--- src/rtl/rgst_pkg.sv ---
// ----------------------------------------------------------------------------
// rgst_pkg: shared types and constants of the ray grid segment tracer
// Command codes, register indexes, iteration counts and saturating helpers.
// ----------------------------------------------------------------------------
package rgst_pkg;

  typedef enum logic [1:0] {
    CMD_LOAD_X = 2'd0,
    CMD_LOAD_Y = 2'd1,
    CMD_TRACE  = 2'd2,
    CMD_NONE   = 2'd3
  } cmd_e;

  typedef enum logic [0:0] {
    REG_CELLS_X = 1'b0,
    REG_CELLS_Y = 1'b1
  } reg_e;

  localparam int unsigned DIV_STEPS  = 65;
  localparam int unsigned SQRT_STEPS = 33;
  localparam logic [5:0]  SEG_LAST   = 6'd62;
  localparam logic [5:0]  CELLS_RST  = 6'd32;

  function automatic logic [31:0] sat_add(input logic [31:0] a, input logic [31:0] b);
    logic [32:0] s;
    s = {1'b0, a} + {1'b0, b};
    return s[32] ? 32'hFFFF_FFFF : s[31:0];
  endfunction

  function automatic logic [31:0] sat_sub(input logic [31:0] a, input logic [31:0] b);
    return (a > b) ? (a - b) : 32'd0;
  endfunction

endpackage

--- src/rtl/rgst_div.sv ---
// ----------------------------------------------------------------------------
// rgst_div: iterative divider
// 65-bit by 32-bit restoring division, one quotient bit per cycle, saturated.
// ----------------------------------------------------------------------------
module rgst_div (
  input  logic        clk_i,
  input  logic        rst_ni,
  input  logic        start_i,
  input  logic [64:0] dividend_i,
  input  logic [31:0] divisor_i,
  output logic        done_o,
  output logic [31:0] quotient_o
);

  logic [6:0]  cnt_q;
  logic        busy_q;
  logic        done_q;
  logic [64:0] dvd_q;
  logic [31:0] dsr_q;
  logic [31:0] rem_q;
  logic [64:0] quo_q;
  logic [32:0] shifted;
  logic        ge;

  assign shifted = {rem_q, dvd_q[64]};
  assign ge      = shifted >= {1'b0, dsr_q};

  always_ff @(posedge clk_i or negedge rst_ni) begin
    if (!rst_ni) begin
      cnt_q  <= '0;
      busy_q <= 1'b0;
      done_q <= 1'b0;
      dvd_q  <= '0;
      dsr_q  <= '0;
      rem_q  <= '0;
      quo_q  <= '0;
    end else begin
      done_q <= 1'b0;
      if (start_i) begin
        busy_q <= 1'b1;
        cnt_q  <= 7'(rgst_pkg::DIV_STEPS);
        dvd_q  <= dividend_i;
        dsr_q  <= divisor_i;
        rem_q  <= '0;
        quo_q  <= '0;
      end else if (busy_q) begin
        rem_q <= ge ? 32'(shifted - {1'b0, dsr_q}) : shifted[31:0];
        quo_q <= {quo_q[63:0], ge};
        dvd_q <= {dvd_q[63:0], 1'b0};
        cnt_q <= cnt_q - 7'd1;
        if (cnt_q == 7'd1) begin
          busy_q <= 1'b0;
          done_q <= 1'b1;
        end
      end
    end
  end

  assign done_o     = done_q;
  assign quotient_o = (|quo_q[64:32]) ? 32'hFFFF_FFFF : quo_q[31:0];

endmodule

--- config.mk ---
export PLATFORM = sky130hd
export DESIGN_NAME = rgst_div
export DESIGN_NICKNAME = d
export VERILOG_FILES = /design/src/rtl/rgst_pkg.sv /design/src/rtl/rgst_div.sv
export SDC_FILE = /design/constraint.sdc
export NUM_CORES = 1
export LEC_CHECK = 0
export ABC_AREA = 1
export BUFFER_PORTS_ARGS = -buffer_cell sky130_fd_sc_hd__buf_2
export CORE_MARGIN = 3
export CORE_UTILIZATION = 40
export DETAILED_ROUTE_END_ITERATION = 10
export PLACE_DENSITY = 0.57
export SLEW_MARGIN = 20
export SYNTH_ARGS = -nofsm -noshare
export SYNTH_HDL_FRONTEND = slang
export SYNTH_SLANG_ARGS = --single-unit
--- constraint.sdc ---
create_clock -name clk_i -period 5 [get_ports clk_i]
set_clock_uncertainty 0.2 [all_clocks]
set_input_delay 0.25 -clock clk_i [delete_from_list [all_inputs] [get_ports clk_i]]
set_output_delay 0.25 -clock clk_i [all_outputs]
set_load 0.005 [all_outputs]
==> flow_metrics.py <==
metrics = {
    "sta": {
        "fmax_mhz": 340,
        "hold_slack_ns": 0.0787,
        "rsz0062_at_grt": "no",
        "hold_viol_final": 0,
        "timing.slew.headroom_pct": 25.2,
        "tightestPinTransition_ns": 1.12,
        "final.setup.tns_ns": 0,
        "period_needed_ns": 2.94,
        "finalMaxSlewViolations": 0,
        "finalCritPeriodShare_pct": 58.8,
        "finalSetupViolCount": 0,
        "worst_slack_ns": 2.06,
    },
    "hold_path": {
        "hold_path_depth": 5,
        "whs_endpoint": "dvd_q[36]",
        "min_from": "start_i",
        "hold_class": "in2reg",
    },
    "synthesis": {
        "yosysSeqAreaShare_pct": 45.7,
        "syn_avg_cell_area_um2": 7.55,
        "synth_cell_types": 40,
        "async_flop_share_pct": 100,
        "synth_top_area_share_pct": 45.7,
        "synth_mux_area_share_pct": 0,
        "ys_ff_latch": 203,
        "yosysWarnings": 0,
        "synth_top_family_by_area": "simple AND/OR/NAND/NOR gates",
        "synthXorXnorAreaFrac_pct": 1.18,
        "synth_area_leaders": "dfrtp_1 (46%), nand2_1 (15%), inv_1 (8.9%), o22ai_1 (6.8%), ha_1 (3.8%)",
        "synth.top_cells.by_count": "nand2_1 (432), inv_1 (262), dfrtp_1 (203), o22ai_1 (120), nor2_1 (85)",
        "yosys_most_used_dff": "dfrtp_1",
        "synth_edf_count": 0,
        "syn_inst": 1471,
        "synth_fa_ha_area_share_pct": 4.01,
        "syn_nets": 1606,
        "syn_area_um2": 11100,
        "yosys.area_share.simple_pct": 25.7,
        "synth.most_common_cell": "nand2_1",
        "synth_compound_area_share_pct": 12.0,
        "yosys.area.top_type": "dfrtp_1",
    },
    "placed_design": {
        "port_buffers": 132,
        "gp_congestion": 0.934,
        "dp_slack_ns": 2.06,
        "hpwlAfterDp_mm": 19.4,
    },
    "layout": {
        "drive_gt1_share_pct": 12.9,
        "syn_to_final_growth_pct": 25.0,
        "post-route-util_pct": 51.2,
        "n_antenna_cell": 0,
        "nets": 1814,
    },
    "clock_network": {
        "cts-root-buf": "clkbuf_16",
        "cts_max_path_buffers": 3,
        "cts_tree": "done",
        "htreeDepth": 1,
        "clk_pin_slew_ns": 0.06,
        "cts_sinks": 203,
        "cts_buffers": 25,
        "post_cts_buffers": 0,
        "ctsResizeCount": 0,
        "clk_latency_ns": 0.54,
    },
    "worst_setup_path": {
        "worstRegToRegCells": 13,
        "path_class": "reg2reg",
        "required_ns": 5.22,
        "cp.arrival_ns": 3.16,
        "rr_startpoint": "rem_q[26]",
        "cp_max_fo": 33,
        "endpoint_kind": "register",
        "cp-start-kind": "register",
        "r2r_end": "rem_q[31]",
        "reg2reg_slack_ns": 2.06,
        "cp-startpoint": "rem_q[26]",
    },
    "floorplan": {
        "die_area_um2": 29800,
        "ios": 133,
        "initial_utilization_pct": 41.0,
        "core_area_um2": 27100,
        "die_w_um": 173,
        "rows": 60,
        "die_h_um": 173,
    },
    "power_and_ir_drop": {
        "peakVddDrop_mv": 0.265,
        "pwr-share-clk_pct": 28.5,
        "comb_power_share_pct": 39.3,
        "p_int_mw": 3.88,
        "seq_power_share_pct": 32.2,
        "p_sw_mw": 2.45,
        "leakage_nw": 7.41,
        "swShare_pct": 38.7,
        "power_density_nw_per_um2": 456,
    },
    "global_route": {
        "grt_first_pass_wirelength_mm": 49.3,
        "grtUsageTotal_pct": 19.3,
        "grt_max_degree": 130,
        "grt-ovfl-total": 0,
        "antenna_found_initial": 0,
        "grt_pass1_vias": 9973,
    },
    "route": {
        "viasPerCell": 4.83,
        "drc": 0,
        "ant_nets": 0,
        "drt_iter0_markers": 599,
        "routed_wl_mm": 29.1,
        "wl_per_cell_um": 14.1,
        "firstDrtPassIters": 5,
        "vias": 9996,
    },
    "outcome": {
        "status": "complete, no violations",
    },
    "run": {
        "drv_cap": 0,
    },
}
==> repair_timing <==
action	CTS	global route
endpoints found under the setup margin	0	0
endpoints found under the hold margin	171	0
hold buffers	98	0
==> worst max-delay path, stage by stage, from the launching register on <==
cell and delay (ns):
dfrtp_1 0.40, ha_1 0.35, nand2_2 0.13, inv_2 0.03
nand2_1 0.07, nand3_2 0.08, a21oi_2 0.16, nand2_2 0.08
nor2_4 0.62, nand2_8 0.26, nand2_2 0.24, nand2_1 0.07
nand2_1 0.06, nand2_1 0.04
==> cell families after synthesis <==
logic type                 Yosys count
AOI/OAI and AO/OA                  227
DFF                                203
buffers and inverters              327
xor gates and xnor gates            15
and+or+nand+nor                    664
adders and majority gates           35
==> placed cells by master (no fill, tap or decap), drive strengths merged, types with 2 or more instances in the layout <==
cell type    synthesis  routed
nand3b              24      24
a21o                 2       2
o221ai               5       5
clkinvlp             0       2
dfrtp              203     203
and2                 7       7
nand4               11      11
bufinv               0       2
clkbuf              40      38
nor2                97      97
o22ai              120     120
o21ai               41      41
nand2              444     444
a21oi               54      54
dlygate4sd3          0      98
nor3                 4       4
inv                270     269
nand3               67      67
ha                  34      34
nor4                 8       8
xnor2               14      14
a22oi                2       2
or2                  2       2
buf                 17     139
clkinv               0       4
==> power groups by stage <==
stage / clock network (mW) / registers (mW) / logic [mW]
2_1_floorplan: 0 / 2.03 / 1.90
3_3_place_gp: 0 / 2.05 / 2.42
3_5_place_dp: 0 / 2.06 / 2.43
4_1_cts: 1.85 / 2.04 / 2.50
5_1_grt: 1.93 / 2.07 / 2.85
6_report: 1.80 / 2.04 / 2.49
==> sequential cells by signal, indices dropped and copies added (netlist names) <==
name,flops
dvd_q,65
cnt_q,7
busy_q,1
quo_q,65
done_o,1
rem_q,32
dsr_q,32
==> stage by stage <==
step	total power, mW	std cells	area, um2
final	6.33	2068	13900
after floorplan	3.92	1471	11100
after CTS	6.39	2068	13900
after global routing	6.85	2068	13900
after detailed placement	4.50	1926	12100
after global placement	4.48	1926	12100
==> layer usage <==
layer / global-route usage (%) / wire (um) / vias to the layer above
met4: 3.95 / 561 / 0
li1: - / - / 5085
met2: 31.6 / 13200 / 227
met5: 0 / 0 / -
met3: 3.32 / 1520 / 37
met1: 27.3 / 13800 / 4647
==> worst max path at each step <==
stage / to / slack (ns) / depth (start not counted)
final: rem_q[31] / 2.06 / 13
after detailed placement: rem_q[27] / 2.06 / 13
after floorplan: rem_q[0] / 2.91 / 12
after CTS: rem_q[27] / 2.05 / 13
after global routing: rem_q[21] / 1.79 / 13
after global placement: rem_q[25] / 2.13 / 13
==> layout make-up <==
type | count | area (um2)
multi-input cells | 941 | 4770
clock buffers | 37 | 711
clock inverters | 7 | 109
repair buffers | 238 | 1720
inverters | 270 | 1020
well taps | 372 | 465
flip-flops and latches | 203 | 5080
fillers | 2694 | 13200
Power figures use the tool's default switching activity.
