### src/rtl/rgst_pkg.sv
// ----------------------------------------------------------------------------
// rgst_pkg: shared types and constants of the ray grid segment tracer
// Command codes, register indexes, iteration counts and saturating helpers.
// ----------------------------------------------------------------------------
package rgst_pkg;

  typedef enum logic [1:0] {
    CMD_LOAD_X = 2'd0,
    CMD_LOAD_Y = 2'd1,
    CMD_TRACE  = 2'd2,
    CMD_NONE   = 2'd3
  } cmd_e;

  typedef enum logic [0:0] {
    REG_CELLS_X = 1'b0,
    REG_CELLS_Y = 1'b1
  } reg_e;

  localparam int unsigned DIV_STEPS  = 65;
  localparam int unsigned SQRT_STEPS = 33;
  localparam logic [5:0]  SEG_LAST   = 6'd62;
  localparam logic [5:0]  CELLS_RST  = 6'd32;

  function automatic logic [31:0] sat_add(input logic [31:0] a, input logic [31:0] b);
    logic [32:0] s;
    s = {1'b0, a} + {1'b0, b};
    return s[32] ? 32'hFFFF_FFFF : s[31:0];
  endfunction

  function automatic logic [31:0] sat_sub(input logic [31:0] a, input logic [31:0] b);
    return (a > b) ? (a - b) : 32'd0;
  endfunction

endpackage

### src/rtl/rgst_sqrt.sv
// ----------------------------------------------------------------------------
// rgst_sqrt: iterative integer square root
// Floor root of a 65-bit radicand, two radicand bits per cycle, saturated.
// ----------------------------------------------------------------------------
module rgst_sqrt (
  input  logic        clk_i,
  input  logic        rst_ni,
  input  logic        start_i,
  input  logic [64:0] radicand_i,
  output logic        done_o,
  output logic [31:0] root_o
);

  logic [5:0]  cnt_q;
  logic        busy_q;
  logic        done_q;
  logic [65:0] rad_q;
  logic [36:0] rem_q;
  logic [32:0] root_q;
  logic [36:0] rem_sh;
  logic [36:0] trial;
  logic        ge;

  assign rem_sh = {rem_q[34:0], rad_q[65:64]};
  assign trial  = {2'b00, root_q, 2'b01};
  assign ge     = rem_sh >= trial;

  always_ff @(posedge clk_i or negedge rst_ni) begin
    if (!rst_ni) begin
      cnt_q  <= '0;
      busy_q <= 1'b0;
      done_q <= 1'b0;
      rad_q  <= '0;
      rem_q  <= '0;
      root_q <= '0;
    end else begin
      done_q <= 1'b0;
      if (start_i) begin
        busy_q <= 1'b1;
        cnt_q  <= 6'(rgst_pkg::SQRT_STEPS);
        rad_q  <= {1'b0, radicand_i};
        rem_q  <= '0;
        root_q <= '0;
      end else if (busy_q) begin
        rem_q  <= ge ? (rem_sh - trial) : rem_sh;
        root_q <= {root_q[31:0], ge};
        rad_q  <= {rad_q[63:0], 2'b00};
        cnt_q  <= cnt_q - 6'd1;
        if (cnt_q == 6'd1) begin
          busy_q <= 1'b0;
          done_q <= 1'b1;
        end
      end
    end
  end

  assign done_o = done_q;
  assign root_o = root_q[32] ? 32'hFFFF_FFFF : root_q[31:0];

endmodule

### config.mk
export PLATFORM = sky130hd
export DESIGN_NAME = rgst_sqrt
export DESIGN_NICKNAME = d
export VERILOG_FILES = /design/src/rtl/rgst_pkg.sv /design/src/rtl/rgst_sqrt.sv
export SDC_FILE = /design/constraint.sdc
export NUM_CORES = 1
export LEC_CHECK = 0
export BUFFER_PORTS_ARGS = -buffer_cell sky130_fd_sc_hd__buf_2
export CAP_MARGIN = 20
export CORE_UTILIZATION = 45
export DETAILED_ROUTE_END_ITERATION = 8
export PLACE_DENSITY = 0.6
export SLEW_MARGIN = 20
export SYNTH_ARGS = -nofsm -noshare
export SYNTH_HDL_FRONTEND = slang
export SYNTH_SLANG_ARGS = --single-unit
### constraint.sdc
create_clock -name clk_i -period 5.4 [get_ports clk_i]
set_input_delay 0.27 -clock clk_i [delete_from_list [all_inputs] [get_ports clk_i]]
set_output_delay 0.27 -clock clk_i [all_outputs]
set_load 0.03 [all_outputs]
==> impl_metrics.ini, run 1 <==
[global_route]
antenna_found_initial = 0
grt_pass1_wl_mm = 33.4
grt_pass1_vias = 6680
grt_max_degree = 108
grt.total_usage = 0.211
grt.overflow.total = 0

[layout]
multi_input_area_mm2 = 0.00467
syn2layout_area_growth_pct = 14.0
final_cell_area_mm2 = 0.00990
final_common_cell = dfrtp_1
layout_common_cells = dfrtp_1, nand2_1, mux2i_1, buf_2, nor2_1
drive_above_1_share = 0.149
finalNetCount = 1132
seq_area_mm2 = 0.00356
n_fill_cell = 1780
diodes = 0

[sta]
period_minus_slack_ns = 3.56
hold_slack_ns = 0.0354
finalSetupTns_ns = 0
setup_violations = 0
drv_slew = 0
finalHoldViolCount = 0
max_freq_mhz = 281
rsz0062_at_grt = no
slew-limit-headroom = 0.423
worst_slack_ns = 1.84
clock_skew_ns = 0.0116
period_share = 0.659
worstMarginPinSlew_ns = 0.865

[drt]
wl_mm = 19.7
vias = 6989
ant_nets = 0
drtPass1Iterations = 5
viasPerCell = 5.38
avgRoutedWirePerCell_um = 15.2
drc = 0
drt_iter0_drc = 449

[cts]
clk_latency_ns = 0.44
cts-buffers-inserted = 17
clkSlewWorstSetupHoldPaths_ns = 0.07
cts_tree = done
cts_setup_buffers = 0
h-tree-depth = 4
cts_sinks = 142
clockRootBuffer = clkbuf_16
cts_resized = 0
clock_path_buffers = 2

[hold_path]
hold_start = radicand_i[16]
hp-class = in2reg
whs_path_depth = 3
min_to = rad_q[16]$_DFFE_PN0P_

[yosys]
ys_async_sr_fraction = 1.00
ys.flop_type = dfrtp_1
ys_seq_area_frac = 0.409
netlist_area_mm2 = 0.00868
yosysWarnings = 0
avgSynthCellArea_um2 = 9.01
synth_fp_nets = 1069
synth_edf_count = 0
yosysUniqueCellTypes = 65
synth_seq_cells = 142
syn_inst = 964

[setup_path]
reg2reg_to = rem_q[6]$_DFFE_PN0P_
r2r_slack_ns = 1.84
worstPathRequired_ns = 5.67
reg2reg_from = root_q[15]$_DFFE_PN0P_
path_class = reg2reg
crit_family = compound AO/OA/AOI/OAI gates
slowest_stage = a31o_1
startpoint = root_q[15]$_DFFE_PN0P_
crit_chain = inv_1, ha_1, nand4_1, nor4_1, a41oi_1, o221ai_2, a31o_1, buf_4, mux2i_1, a211oi_1
reg2regPathDepth = 10
start_kind = flop
path_max_fanout = 16
critPathBufInv = 2
cp.arrival_ns = 3.83
critPathMaxStageDelay_ns = 0.54
cp-end-kind = flop

[place]
numPortBuffers = 100
postPlaceCellArea_mm2 = 0.00931
hpwl_mm = 13.4
dp_slack_ns = 1.94
routabilityCongestion = 0.852

[floorplanning]
ioPinCount = 101
core_area_mm2 = 0.0188
initial_core_util = 0.461
die_y_um = 141
chipWidth_um = 141
die-area_mm2 = 0.0199
rows = 50

[run_status]
status = complete, no violations

[pwr]
vdd_drop_max_v = 0.000286
pwr_density_cell_mw_per_mm2 = 548
p_leak_nw = 5.45

[flow_run]
cap_violations = 0
## cells in the mapped netlist, types with 9 or more instances
master	count	share of area
dfrtp_1	142	0.41
nand2_1	128	0.055
mux2i_1	116	0.13
nor2_1	91	0.039
o21ai_0	80	0.046
inv_1	51	0.022
clkbuf_1	45	0.019
ha_1	37	0.053
a21oi_1	32	0.018
xnor2_1	22	0.022
a211oi_1	20	0.017
nor3_1	18	0.010
nand3_1	14	0.0081
a31oi_1	13	0.0094
a21o_1	12	0.010
xor2_1	12	0.012
buf_1	11	0.0048
o21bai_1	11	0.0095
and3_1	10	0.0072
nand4_1	9	0.0065
## worst max-delay path by stage
stage,end,slack [ns],depth (start not counted)
6_report,rem_q[6]$_DFFE_PN0P_,1.84,10
5_1_grt,rem_q[33]$_DFFE_PN0P_,1.61,10
4_1_cts,rem_q[6]$_DFFE_PN0P_,1.91,10
3_5_place_dp,rem_q[33]$_DFFE_PN0P_,1.94,10
3_3_place_gp,rem_q[10]$_DFFE_PN0P_,2.13,11
2_1_floorplan,rem_q[1]$_DFFE_PN0P_,2.79,11
## sequential cells by signal, indices dropped and copies added, names as in the netlist
register and flops:
rad_q 66, cnt_q 6, root_q 33, done_o 1, busy_q 1, rem_q 35
## cell families (layout without fill, tap and decap cells)
group | after synthesis | count (layout) | synth area share
flip-flops | 142 | 142 | 0.409
adder cells (fa/ha/maj) | 37 | 37 | 0.0533
buffers and inverters | 115 | 191 | 0.0526
AO/OA/AOI/OAI | 222 | 222 | 0.167
XOR/XNOR | 34 | 34 | 0.0343
AND/OR/NAND/NOR | 297 | 297 | 0.148
multiplexers | 117 | 117 | 0.135
## final cells by class
| cell class | instances | area share |
|---|---|---|
| multi-input cells | 707 | 0.472 |
| flip-flops and latches | 142 | 0.359 |
| repair buffers | 108 | 0.0581 |
| clock buffers | 17 | 0.0430 |
| well taps | 260 | 0.0329 |
| inverters | 51 | 0.0193 |
| clock inverters | 15 | 0.0153 |
## tightest hold or removal path, cell delays in order
cell	delay (ns)
buf_2	0.08
nand2_1	0.04
o21ai_0	0.05
## metal layers
| metal | wire [um] | track usage |
|---|---|---|
| met4 | 184 | 0.0584 |
| met5 | 0 | 0 |
| met1 | 10000 | 0.299 |
| met3 | 599 | 0.0408 |
| met2 | 8930 | 0.329 |
## per-stage QoR
| stage | utilization | instances | power (mW) |
|---|---|---|---|
| final | 0.526 | 1300 | 5.42 |
| after global routing | 0.526 | 1300 | 5.83 |
| after CTS | 0.526 | 1300 | 5.45 |
| after detailed placement | 0.494 | 1267 | 4.27 |
| after global placement | 0.494 | 1267 | 4.26 |
| after floorplan | - | 964 | 3.71 |
## what timing repair did
action	in CTS	in global routing
hold buffers	1	0
endpoints found under the hold margin	73	0
setup endpoints to repair	0	0
## power breakdown
| group | switching, mW | internal, mW |
|---|---|---|
| Clock | 0.510 | 0.649 |
| Sequential | 0.191 | 1.28 |
| Combinational | 1.55 | 1.24 |
Note: power is estimated with default switching activity, not from simulation.
==> run 2, diff against run 1 <==
--- a/config.mk
+++ b/config.mk
@@ -9,7 +9,7 @@
 export CAP_MARGIN = 20
 export CORE_UTILIZATION = 45
 export DETAILED_ROUTE_END_ITERATION = 8
-export PLACE_DENSITY = 0.6
+export PLACE_DENSITY = 0.63
 export SLEW_MARGIN = 20
 export SYNTH_ARGS = -nofsm -noshare
 export SYNTH_HDL_FRONTEND = slang
==> constraint.sdc (replaced) <==
create_clock -name clk_i -period 2.9 [get_ports clk_i]
set_input_delay 0.145 -clock clk_i [delete_from_list [all_inputs] [get_ports clk_i]]
set_output_delay 0.145 -clock clk_i [all_outputs]
set_load 0.03 [all_outputs]
==> run 2 against run 1 <==
Cell area up 9.3%. Global-route usage increased by 1.4 points. Clock power grew 92%. Clock-buffer cell count is 4 higher. First-iteration DRC count decreased by 8.7%. Die area unchanged. Worst hold slack improved by 0.018 ns. Combinational power rose by 100%. Non-clock buffer count grew 88. Critical path type unchanged. Critical path depth rose by 1. Largest cell class unchanged. Highest routed layer unchanged. Sequential power grew 83%.
==> impl_metrics.ini, run 2 (same netlist as run 1, synthesis figures left out) <==
[floorplanning]
die_y_um = 141
ioPinCount = 101
initial_core_util = 0.461
core_area_mm2 = 0.0188
die-area_mm2 = 0.0199
rows = 50
chipWidth_um = 141

[pwr]
p_leak_nw = 5.85
total_power_mw = 10.6
pwr_density_cell_mw_per_mm2 = 978
vdd_drop_max_v = 0.000543

[setup_path]
cp.arrival_ns = 3.11
critPathBufInv = 2
worstPathRequired_ns = 3.24
critPathMaxStageDelay_ns = 0.39
slowest_stage = dfrtp_1
reg2reg_from = root_q[4]$_DFFE_PN0P_
crit_chain = inv_1, ha_1, a21o_1, a221o_1, a22oi_2, nand3_2, and2_4, a31o_1, buf_12, mux2_4, a211oi_2
cp-end-kind = flop
crit_family = compound AO/OA/AOI/OAI gates
start_kind = flop
r2r_slack_ns = 0.13
reg2regPathDepth = 11
reg2reg_to = rem_q[17]$_DFFE_PN0P_
path_class = reg2reg
path_max_fanout = 12

[drt]
drc = 0
ant_nets = 0
wl_mm = 21.1
drtPass1Iterations = 5
met1_length_mm = 10.4
vias = 7327
wl_met2_mm = 9.63
drt_iter0_drc = 410
avgRoutedWirePerCell_um = 15.2
viasPerCell = 5.28
route.met3.wl_um = 605
routed.top_layer = met4

[cts]
cts-buffers-inserted = 17
clock_path_buffers = 2
clockRootBuffer = clkbuf_16
clk_latency_ns = 0.43
h-tree-depth = 4
cts_sinks = 142
cts_tree = done
clkSlewWorstSetupHoldPaths_ns = 0.06

[sta]
period_minus_slack_ns = 2.77
slew-limit-headroom = 0.403
worst_slack_ns = 0.131
drv_slew = 0
period_share = 0.955
worstMarginPinSlew_ns = 0.895
hold_slack_ns = 0.0533
max_freq_mhz = 361
clock_skew_ns = 0.00989
setup_violations = 0
finalHoldViolCount = 0

[layout]
diodes = 0
final_util = 0.575
finalNetCount = 1220
final_common_cell = dfrtp_1
seq_area_mm2 = 0.00356
top_register = rad_q
final_cell_area_mm2 = 0.0108
largest_reg_flops = 66
drive_above_1_share = 0.162
layout_common_cells = dfrtp_1, nand2_1, mux2i_1, buf_2, nor2_1
syn2layout_area_growth_pct = 24.6
n_fill_cell = 1671
multi_input_area_mm2 = 0.00470
reg_top3 = rad_q x66, rem_q x35, root_q x33

[place]
dp_slack_ns = 0.0687
routabilityCongestion = 0.864
numPortBuffers = 100
postPlaceCellArea_mm2 = 0.00951
hpwl_mm = 13.6

[global_route]
antenna_found_initial = 0
grt_max_degree = 172
grt_pass1_wl_mm = 35.9
grt.total_usage = 0.225
grt.overflow.total = 0
grt_pass1_vias = 7204

[hold_path]
hold_start = start_i
whs_path_depth = 3
hp-class = in2reg
min_to = rad_q[24]$_DFFE_PN0P_

[flow_run]
cap_violations = 0

[run_status]
status = complete, no violations
run 2: metal layers:
layer,vias up,GRT usage
li1,3685,-
met1,3479,0.317
met2,132,0.353
met3,31,0.0329
met4,0,0.0801
met5,-,0
run 2: worst max-delay path by stage:
stage | start | end | cells after the start | slack [ns]
floorplan | rem_q[6]$_DFFE_PN0P_ | rem_q[1]$_DFFE_PN0P_ | 11 | 0.29
global placement | root_q[14]$_DFFE_PN0P_ | rem_q[17]$_DFFE_PN0P_ | 11 | 0.15
detailed placement | root_q[14]$_DFFE_PN0P_ | rem_q[17]$_DFFE_PN0P_ | 11 | 0.07
CTS | root_q[14]$_DFFE_PN0P_ | rem_q[17]$_DFFE_PN0P_ | 11 | 0.05
global route | root_q[4]$_DFFE_PN0P_ | rem_q[33]$_DFFE_PN0P_ | 11 | -0.001
finish | root_q[4]$_DFFE_PN0P_ | rem_q[17]$_DFFE_PN0P_ | 11 | 0.13
run 2: cell type report:
class | instances | area share
timing repair buffer | 196 | 0.133
multi-input combinational | 707 | 0.434
clock inverter | 11 | 0.0121
sequential | 142 | 0.329
inverter | 51 | 0.0177
tap | 260 | 0.0301
clock buffer | 21 | 0.0435
run 2: timing repair:
action                                 in CTS  in global routing
endpoints found under the hold margin     131                  0
setup buffers                               0                  1
resized for setup                           0                  9
hold buffers                               66                  0
setup endpoints to repair                   0                 22
run 2: through the flow:
| stage | TNS (ns) | instances |
|---|---|---|
| floorplan | 0 | 964 |
| global placement | 0 | 1289 |
| detailed placement | 0 | 1289 |
| CTS | 0 | 1387 |
| global route | -0.00142 | 1388 |
| finish | 0 | 1388 |
run 2: where the power goes:
part	internal, mW	switching [mW]
sequential	2.38	0.316
clock	1.34	0.889
combinational	2.65	3.00
run 2: worst min-delay path, delay by kind of cell:
kind | cells | cell delay [ns]
AO/OA/AOI/OAI | 1 | 0.06
buffers and inverters | 1 | 0.16
AND/OR/NAND/NOR | 1 | 0.07
