### src/rtl/rgst_edge_mem.sv
// ----------------------------------------------------------------------------
// rgst_edge_mem: grid edge store
// One write port, one registered read port; edge zero always reads as zero.
// ----------------------------------------------------------------------------
module rgst_edge_mem #(
  parameter int DEPTH = 33
) (
  input  logic                     clk_i,
  input  logic                     we_i,
  input  logic [$clog2(DEPTH)-1:0] waddr_i,
  input  logic [31:0]              wdata_i,
  input  logic [$clog2(DEPTH)-1:0] raddr_i,
  output logic [31:0]              rdata_o
);

  logic [31:0] mem_q [DEPTH];
  logic [31:0] rdata_q;
  logic        zero_q;

  always_ff @(posedge clk_i) begin
    if (we_i) begin
      mem_q[waddr_i] <= wdata_i;
    end
    rdata_q <= mem_q[raddr_i];
    zero_q  <= (raddr_i == '0);
  end

  // edge zero is never written
  assign rdata_o = zero_q ? 32'd0 : rdata_q;

endmodule

### config.mk
export PLATFORM = sky130hd
export DESIGN_NAME = rgst_edge_mem
export DESIGN_NICKNAME = d
export VERILOG_FILES = /design/src/rtl/rgst_edge_mem.sv
export SDC_FILE = /design/constraint.sdc
export NUM_CORES = 1
export LEC_CHECK = 0
export BUFFER_PORTS_ARGS = -buffer_cell sky130_fd_sc_hd__buf_2
export CAP_MARGIN = 20
export CORE_UTILIZATION = 45
export CTS_CLUSTER_DIAMETER = 100
export DETAILED_ROUTE_END_ITERATION = 10
export GPL_ROUTABILITY_DRIVEN = 1
export SYNTH_ARGS = -nofsm -noshare
export SYNTH_HDL_FRONTEND = slang
export SYNTH_SLANG_ARGS = --single-unit
### constraint.sdc
create_clock -name clk_i -period 5.63 [get_ports clk_i]
set_input_delay 0.2815 -clock clk_i [delete_from_list [all_inputs] [get_ports clk_i]]
set_output_delay 0.2815 -clock clk_i [all_outputs]
set_load 0.03 [all_outputs]
==> results of run 1 <==
==> power breakdown <==
part | total [uW] | switching, uW | leakage (uW) | internal [uW]
logic | 799 | 520 | 0.00397 | 279
registers | 8990 | 31.4 | 0.00978 | 8960
clock network | 7570 | 3070 | 0.00186 | 4490
==> sequential cells by signal, indices dropped and copies added, names as in the netlist <==
signal and flops:
zero_q 1, mem_q 1056, rdata_q 32
==> cells in the final DEF, fill, tap and decap left out, types with 20 or more instances in the layout <==
cell type and instances:
edfxtp_1 1056, mux2i_1 223, mux4_2 116, clkbuf_16 114, buf_2 74, buf_4 55
nor2b_1 50, a22oi_1 49, o22ai_1 43, nor2_4 33, dfxtp_1 32, mux4_1 27
a21oi_1 26, clkbuf_1 26, o21ai_0 23, clkinv_2 23, mux2_2 20
==> per-layer routing <==
metal | routed length (um) | global-route usage | vias up | part of all wire
li1 | - | - | 8698 | -
met1 | 42800 | 0.303 | 10900 | 0.42
met2 | 50800 | 0.362 | 724 | 0.49
met3 | 6620 | 0.0407 | 173 | 0.064
met4 | 2910 | 0.0661 | 6 | 0.028
met5 | 38 | 0 | - | 0.00037
==> cell type report <==
cell class	instances	area (sq um)	share of cell area
clock buffer	146	3030	0.0635
clock inverter	64	758	0.0159
inverter	10	37.5	0.000786
multi-input combinational	805	8890	0.186
sequential	1089	32400	0.678
tap	1243	1560	0.0326
timing repair buffer	146	1120	0.0234
==> worst max-delay path: cells and delay by family <==
kind | cells | cell delay [ns]
simple gates | 2 | 1.34
buf+inv | 2 | 1.14
compound gates | 2 | 0.23
==> per-stage QoR <==
stage,power [uW],setup slack [ns],cell area (sq um),util
CTS,17500,3.09,47700,0.519
global placement,9950,2.42,43800,0.476
global route,17800,3.06,47800,0.520
floorplan,9660,3.04,42000,-
detailed placement,9970,2.36,43900,0.478
finish,17400,3.12,47800,0.520
==> cells by family (layout without fill, tap and decap cells) <==
| group | count (synthesis) | after routing | share of synthesized area |
|---|---|---|---|
| AO/OA/AOI/OAI | 246 | 246 | 0.0458 |
| buffers and inverters | 121 | 366 | 0.0225 |
| flip-flops | 1089 | 1089 | 0.772 |
| multiplexers | 386 | 386 | 0.138 |
| AND/OR/NAND/NOR | 173 | 173 | 0.0223 |
==> path summary, 6_finish.rpt <==
path                  from          end  slack (ns)  cells past startpoint
max             raddr_i[3]  rdata_q[27]        3.12                      6
min             wdata_i[8]  mem_q[7][8]        0.09                      1
max reg2reg   mem_q[7][24]  rdata_q[24]        3.92                      4
min reg2reg  mem_q[32][14]  rdata_q[14]        0.45                      2
==> impl_metrics.toml, run 1 <==
[synthesis]
syn_inst = 2015
yosys.cell_types.count = 51
ys_top_cells_by_area = "edfxtp_1, mux4_2, mux2i_1"
synth_nets = 2061
synth_most_common_cell = "edfxtp_1"
yosys.area.top_type_share = 0.756
synth_top_cell_by_area = "edfxtp_1"
synth_area_sq_um = 42000
async_flop_share = 0
synth_edf_count = 1056
synth_seq_area_share = 0.772
synthTopCellsByCount = "edfxtp_1, mux2i_1, mux4_2, nor2b_1, a22oi_1"
synth-seq-cells = 1089
ys_warn_count = 0
syn_area_per_cell_sq_um = 20.8
synthFlopType = "edfxtp_1"

[power_and_ir_drop]
irDropWorstVdd_mv = 0.256
power_density_nw_per_um2 = 363
total_leakage_power_uw = 0.0156

[clock_network]
cts_setup_buffers = 0
clock_path_buffers = 3
cts_tree = "built"
htree_levels = 3
cts_sinks = 1089
cts_resized = 0
hold_buffers = 0
cts_made_buffers = 112
path_clk_slew_ns = 0.06
ctsRootBufferMaster = "clkbuf_16"
clock_latency_ns = 0.70

[sta]
finalHoldViolations = 0
holdWs_ns = 0.0906
fin_setup_tns_ns = 0
worst_slew_pin_slew_ns = 1.10
final-max-slew-violation-count = 0
rsz0062_at_grt = "false"
finalCriticalPeriod_ns = 2.51
maxSlewHeadroom = 0.268
fin_skew_ns = 0.0282
timing.final.crit_share = 0.446
setup_violations = 0
fmax_ghz = 0.398

[floorplanning]
rows = 111
die_h_um = 307
die_w_um = 307
io_pins = 78
start_util = 0.456
dieArea_sq_um = 94400
core_area_sq_um = 91900

[placement]
place_congestion = 0.776
dp_cells = 3291
place_hpwl_mm = 58.3
io_buffers = 77

[detailed_routing]
drt-wirelength-per-cell_um = 29.4
via_per_inst = 5.86
drt-initial-drc-count = 2371
vias = 20500
drc = 0
firstDrtPassIters = 7
drt-total-wl_mm = 103
drtAntennaViolNets = 0

[critical_path]
critPathRequiredTime_ns = 6.16
crit_chain = "buf_2 -> or3b_1 -> buf_4 -> o22ai_1 -> nor4_1 -> a2111oi_2"
slowest_stage = "or3b_1"
critPathCaptureType = "register"
arrival_ns = 3.04
crit_type = "input port to register"
crit_path_max_fanout = 29
critPathMaxStageDelay_ns = 0.95
cp-start-kind = "input port"

[status]
status = "finished, final reports clean"

[layout]
area_delta_synth_final_pct = 13.9
finalNonFillerCells = 3503
layout-drive-gt1-share = 0.229
fillCellCount = 7278
nets = 2210
antenna_cells = 0

[global_route]
grt_pass1_vias = 20700
antenna_found_initial = 3
grt_pass1_wl_mm = 148
track_usage = 0.221
overflow = 0
grt_max_degree = 86

[job]
maxCapViolCount = 0

[worst_hold_path]
hold_class = "input port to register"
Power figures use the tool's default switching activity.
==> run 2: changes to the inputs <==
==> constraint.sdc (replaced) <==
create_clock -name clk_i -period 2.3 [get_ports clk_i]
set_input_delay 0.115 -clock clk_i [delete_from_list [all_inputs] [get_ports clk_i]]
set_output_delay 0.115 -clock clk_i [all_outputs]
set_load 0.03 [all_outputs]
==> run 2 against run 1 <==
Compared with the run above: via count increased by 3.0%; core utilization increased by 0.93 points; global-route usage increased by 0.51 points; die area unchanged; sequential power increased by 140%; register-to-register slack got worse by 3.6 ns; non-clock buffer count increased by 113; clock skew decreased by 0.00095 ns; count of clock-buffer cells in the layout increased by 7; critical path type unchanged; critical endpoint is now rdata_q[15].
==> impl_metrics.toml, run 2 (synthesized netlist as in run 1, its figures left out) <==
[clock_network]
clock_latency_ns = 0.68
htree_levels = 3
cts_sinks = 1089
cts_made_buffers = 107
clock_path_buffers = 3
path_clk_slew_ns = 0.06
cts_setup_buffers = 0
ctsRootBufferMaster = "clkbuf_16"
cts_tree = "built"

[detailed_routing]
drtAntennaViolNets = 0
drt-total-wl_mm = 106
drc = 0
via_per_inst = 5.86
vias = 21100
drt-initial-drc-count = 2179
firstDrtPassIters = 5
drt-wirelength-per-cell_um = 29.5

[sta]
fin_skew_ns = 0.0273
finalCriticalPeriod_ns = 2.10
fmax_ghz = 0.476
setup_violations = 0
final-max-slew-violation-count = 0
timing.final.crit_share = 0.913
holdWs_ns = 0.0167
finalHoldViolations = 0
worst_slew_pin_slew_ns = 0.698
maxSlewHeadroom = 0.531
rsz0062_at_grt = "false"

[layout]
layout-drive-gt1-share = 0.247
nets = 2318
multi_input_area_sq_um = 8890
reg_top3 = "mem_q x1056, rdata_q x32, zero_q x1"
top_register = "mem_q"
layout_commonest_cell = "edfxtp_1"
final_cell_mix = "edfxtp_1, mux2i_1, mux4_2, buf_4, clkbuf_16"
seqCellArea_sq_um = 32400
finalNonFillerCells = 3606
fillCellCount = 7188
fin_util = 0.529
largest_reg_flops = 1056
area_delta_synth_final_pct = 15.9

[worst_hold_path]
hold_class = "input port to register"
hold_depth = 1

[critical_path]
crit_chain = "dlygate4sd3_1 -> buf_2 -> or3b_2 -> buf_4 -> o22ai_1 -> nor4_1 -> a2111oi_1"
r2r_slack_ns = 0.34
crit_path_max_fanout = 16
worst-path-buf-inv = 3
crit_type = "input port to register"
cp.depth = 7
critPathTopFamily = "buffers and inverters"
cp-start-kind = "input port"
critPathCaptureType = "register"
reg2regPathDepth = 4
arrival_ns = 2.62
critPathMaxStageDelay_ns = 0.64
critPathRequiredTime_ns = 2.82
slowest_stage = "nor4_1"

[power_and_ir_drop]
total_leakage_power_uw = 0.0160
power_density_nw_per_um2 = 847
irDropWorstVdd_mv = 0.614

[floorplanning]
core_area_sq_um = 91900
rows = 111
io_pins = 78
die_h_um = 307
die_w_um = 307
dieArea_sq_um = 94400
start_util = 0.456

[placement]
io_buffers = 77
place_congestion = 0.794
place_hpwl_mm = 61.9
dp_cells = 3375

[global_route]
grt_pass1_wl_mm = 152
grt_max_degree = 44
overflow = 0
track_usage = 0.226
antenna_found_initial = 6
grt_pass1_vias = 21400

[status]
status = "finished, final reports clean"

[job]
maxCapViolCount = 0
run 2: changes by cell type in the layout (fill, tap and decap cells not counted), moves of 2 or more:
cell and delta:
dlygate4sd3_1 +31, bufinv_16 -9, buf_16 -3, clkbuf_1 +7, buf_12 +30, buf_4 +58, clkbuf_8 +5, clkinv_2 -6
clkinv_1 -2, buf_8 -3, clkbuf_16 -5
run 2: cell type report:
cell class | count | share of cell area
sequential | 1089 | 0.666
multi-input combinational | 805 | 0.183
clock buffer | 153 | 0.0618
timing repair buffer | 259 | 0.0480
tap | 1243 | 0.0320
clock inverter | 46 | 0.00877
inverter | 10 | 0.000772
antenna | 1 | 0.0000515
run 2: path summary, 6_finish.rpt:
path / to / startpoint
hold reg to reg: rdata_q[20] / mem_q[32][20]
hold / removal: mem_q[27][4] / wdata_i[4]
setup reg to reg: rdata_q[15] / mem_q[10][15]
setup / recovery: rdata_q[15] / raddr_i[3]
run 2: what timing repair did:
action / 4_1_cts / 5_1_grt
setup endpoints to repair: 0 / 0
hold endpoints to repair: 980 / 0
resized for setup: 0 / 0
hold buffers: 31 / 0
run 2: per-layer routing:
metal | global-route usage | part of all wire
met5 | 0 | 0.00012
met4 | 0.0585 | 0.021
met3 | 0.0356 | 0.066
met2 | 0.371 | 0.49
met1 | 0.317 | 0.42
run 2: per-stage QoR:
step	area, sq um	power, uW	setup TNS [ns]	setup WS, ns
after detailed placement	44900	24500	0	0.167
after global placement	44900	24500	0	0.185
final	48600	41200	0	0.200
after global routing	48600	42300	0	0.224
after floorplan	42000	23600	-18.82	-0.125
after CTS	48600	41500	0	0.237
run 2: where the power goes:
group / total, uW / switching [uW] / internal, uW
Clock: 17100 / 7310 / 9760
Sequential: 22000 / 68.5 / 21900
Combinational: 2120 / 1320 / 807
Total: 41200 / 8700 / 32500
==> run 3: changes to the inputs <==
--- a/config.mk
+++ b/config.mk
@@ -5,12 +5,15 @@
 export SDC_FILE = /design/constraint.sdc
 export NUM_CORES = 1
 export LEC_CHECK = 0
+export ABC_CLOCK_PERIOD_IN_PS = 2300
 export BUFFER_PORTS_ARGS = -buffer_cell sky130_fd_sc_hd__buf_2
 export CAP_MARGIN = 20
 export CORE_UTILIZATION = 45
 export CTS_CLUSTER_DIAMETER = 100
 export DETAILED_ROUTE_END_ITERATION = 10
 export GPL_ROUTABILITY_DRIVEN = 1
+export PLACE_DENSITY_LB_ADDON = 0.08
+export REMOVE_ABC_BUFFERS = 1
 export SYNTH_ARGS = -nofsm -noshare
 export SYNTH_HDL_FRONTEND = slang
 export SYNTH_SLANG_ARGS = --single-unit
==> run 3 against run 2 <==
Compared with the run above: clock skew fell by 0.0096 ns; worst setup slack improved by 0.13 ns; combinational power about the same; global-route usage grew 0.43 points; total power rose by 5.1%; first-iteration DRC count is 12% lower; largest power group unchanged.
==> impl_metrics.toml, run 3 (synthesized netlist as in run 1, its figures left out) <==
[layout]
fillCellCount = 7223
top_register = "mem_q"
reg_top3 = "mem_q x1056, rdata_q x32, zero_q x1"
layout-drive-gt1-share = 0.256
fin_util = 0.536
area_delta_synth_final_pct = 17.4
final_cell_mix = "edfxtp_1, mux2i_1, buf_4, mux4_2, clkbuf_16"
layout_commonest_cell = "edfxtp_1"
finalNonFillerCells = 3631
nets = 2335
largest_reg_flops = 1056

[placement]
place_congestion = 0.773
dp_cells = 3385
io_buffers = 77
place_hpwl_mm = 63.8

[power_and_ir_drop]
switching_share = 0.204
comb_power_share = 0.049
finalPower_uw = 43300
power_frac_seq = 0.508
clockPowerShare = 0.443
irDropWorstVdd_mv = 0.561
power_density_nw_per_um2 = 879
p_sw_uw = 8830
p_int_uw = 34500
total_leakage_power_uw = 0.0163

[worst_hold_path]
hold_class = "input port to register"

[status]
status = "finished, final reports clean"

[detailed_routing]
drtAntennaViolNets = 0
drt-initial-drc-count = 1913
drt-wirelength-per-cell_um = 29.5
firstDrtPassIters = 5
via_per_inst = 5.74
drc = 0
vias = 20800
drt-total-wl_mm = 107

[clock_network]
clock_latency_ns = 0.67
ctsRootBufferMaster = "clkbuf_16"
htree_levels = 3
clock_path_buffers = 3
path_clk_slew_ns = 0.06
cts_sinks = 1089
cts_tree = "built"
cts_made_buffers = 112

[sta]
holdWs_ns = 0.0816
fin_setup_tns_ns = 0
maxSlewHeadroom = 0.566
rsz0062_at_grt = "false"
timing.final.crit_share = 0.856
finalCriticalPeriod_ns = 1.97
fin_skew_ns = 0.0177
finalHoldViolations = 0
worst_slew_pin_slew_ns = 0.649
final-max-slew-violation-count = 0
setup_violations = 0
fmax_ghz = 0.508

[critical_path]
critPathCaptureType = "output pin"
arrival_ns = 1.85
critPathRequiredTime_ns = 2.18
crit_path_max_fanout = 11
cp-start-kind = "register"
crit_type = "register to output pin"

[floorplanning]
rows = 111
start_util = 0.456
dieArea_sq_um = 94400
die_w_um = 307
io_pins = 78
die_h_um = 307
core_area_sq_um = 91900

[global_route]
antenna_found_initial = 6
grt_pass1_wl_mm = 154
overflow = 0
grt_max_degree = 48
grt_pass1_vias = 21300
track_usage = 0.231

[job]
maxCapViolCount = 0
## run 3: worst max-delay path, cell delays in order (launching register included)
cell and delay (ns):
dfxtp_2 0.64, buf_4 0.28, nor2b_1 0.08, buf_2 0.18
## run 3: metrics by stage
stage | cell area, sq um | worst slack (ns)
floorplan | 41000 | -0.125
global placement | 45000 | 0.0482
detailed placement | 45000 | 0.0615
CTS | 49200 | 0.245
global route | 49300 | 0.252
finish | 49300 | 0.331
## run 3: cell type report
type | count | area, sq um | area share
Sequential cell | 1089 | 32400 | 0.657
Tap cell | 1243 | 1560 | 0.0316
Multi-Input combinational cell | 805 | 8890 | 0.181
Antenna cell | 3 | 7.51 | 0.000152
Timing Repair Buffer | 271 | 2440 | 0.0496
Clock buffer | 142 | 3050 | 0.0619
Inverter | 10 | 37.5 | 0.000762
Clock inverter | 68 | 897 | 0.0182
## run 3: what timing repair did
item,CTS,global route
setup endpoints to repair,0,0
buffers inserted,0,0
hold buffers,33,0
gates resized for setup,0,0
endpoints found under the hold margin,1052,0
## run 3: power by group through the flow
stage	clock [uW]	combinational, uW	sequential [uW]
detailed placement	0	2120	22400
floorplan	0	922	22400
finish	19200	2140	22000
CTS	19500	2170	22000
global route	20300	2290	22000
global placement	0	2090	22400
## run 3: routing by layer
metal / vias up / GRT usage / part of all wire
li1: 8973 / - / -
met1: 11100 / 0.333 / 0.44
met2: 660 / 0.367 / 0.48
met3: 123 / 0.0357 / 0.065
met4: 0 / 0.0617 / 0.018
met5: - / 0 / 0
## run 3: path summary, 6_finish.rpt
check	start	end	slack, ns	depth (start not counted)
max	zero_q	rdata_o[14]	0.33	3
min	raddr_i[3]	rdata_q[21]	0.08	3
max reg2reg	mem_q[11][17]	rdata_q[17]	0.42	4
min reg2reg	mem_q[32][22]	rdata_q[22]	0.46	2
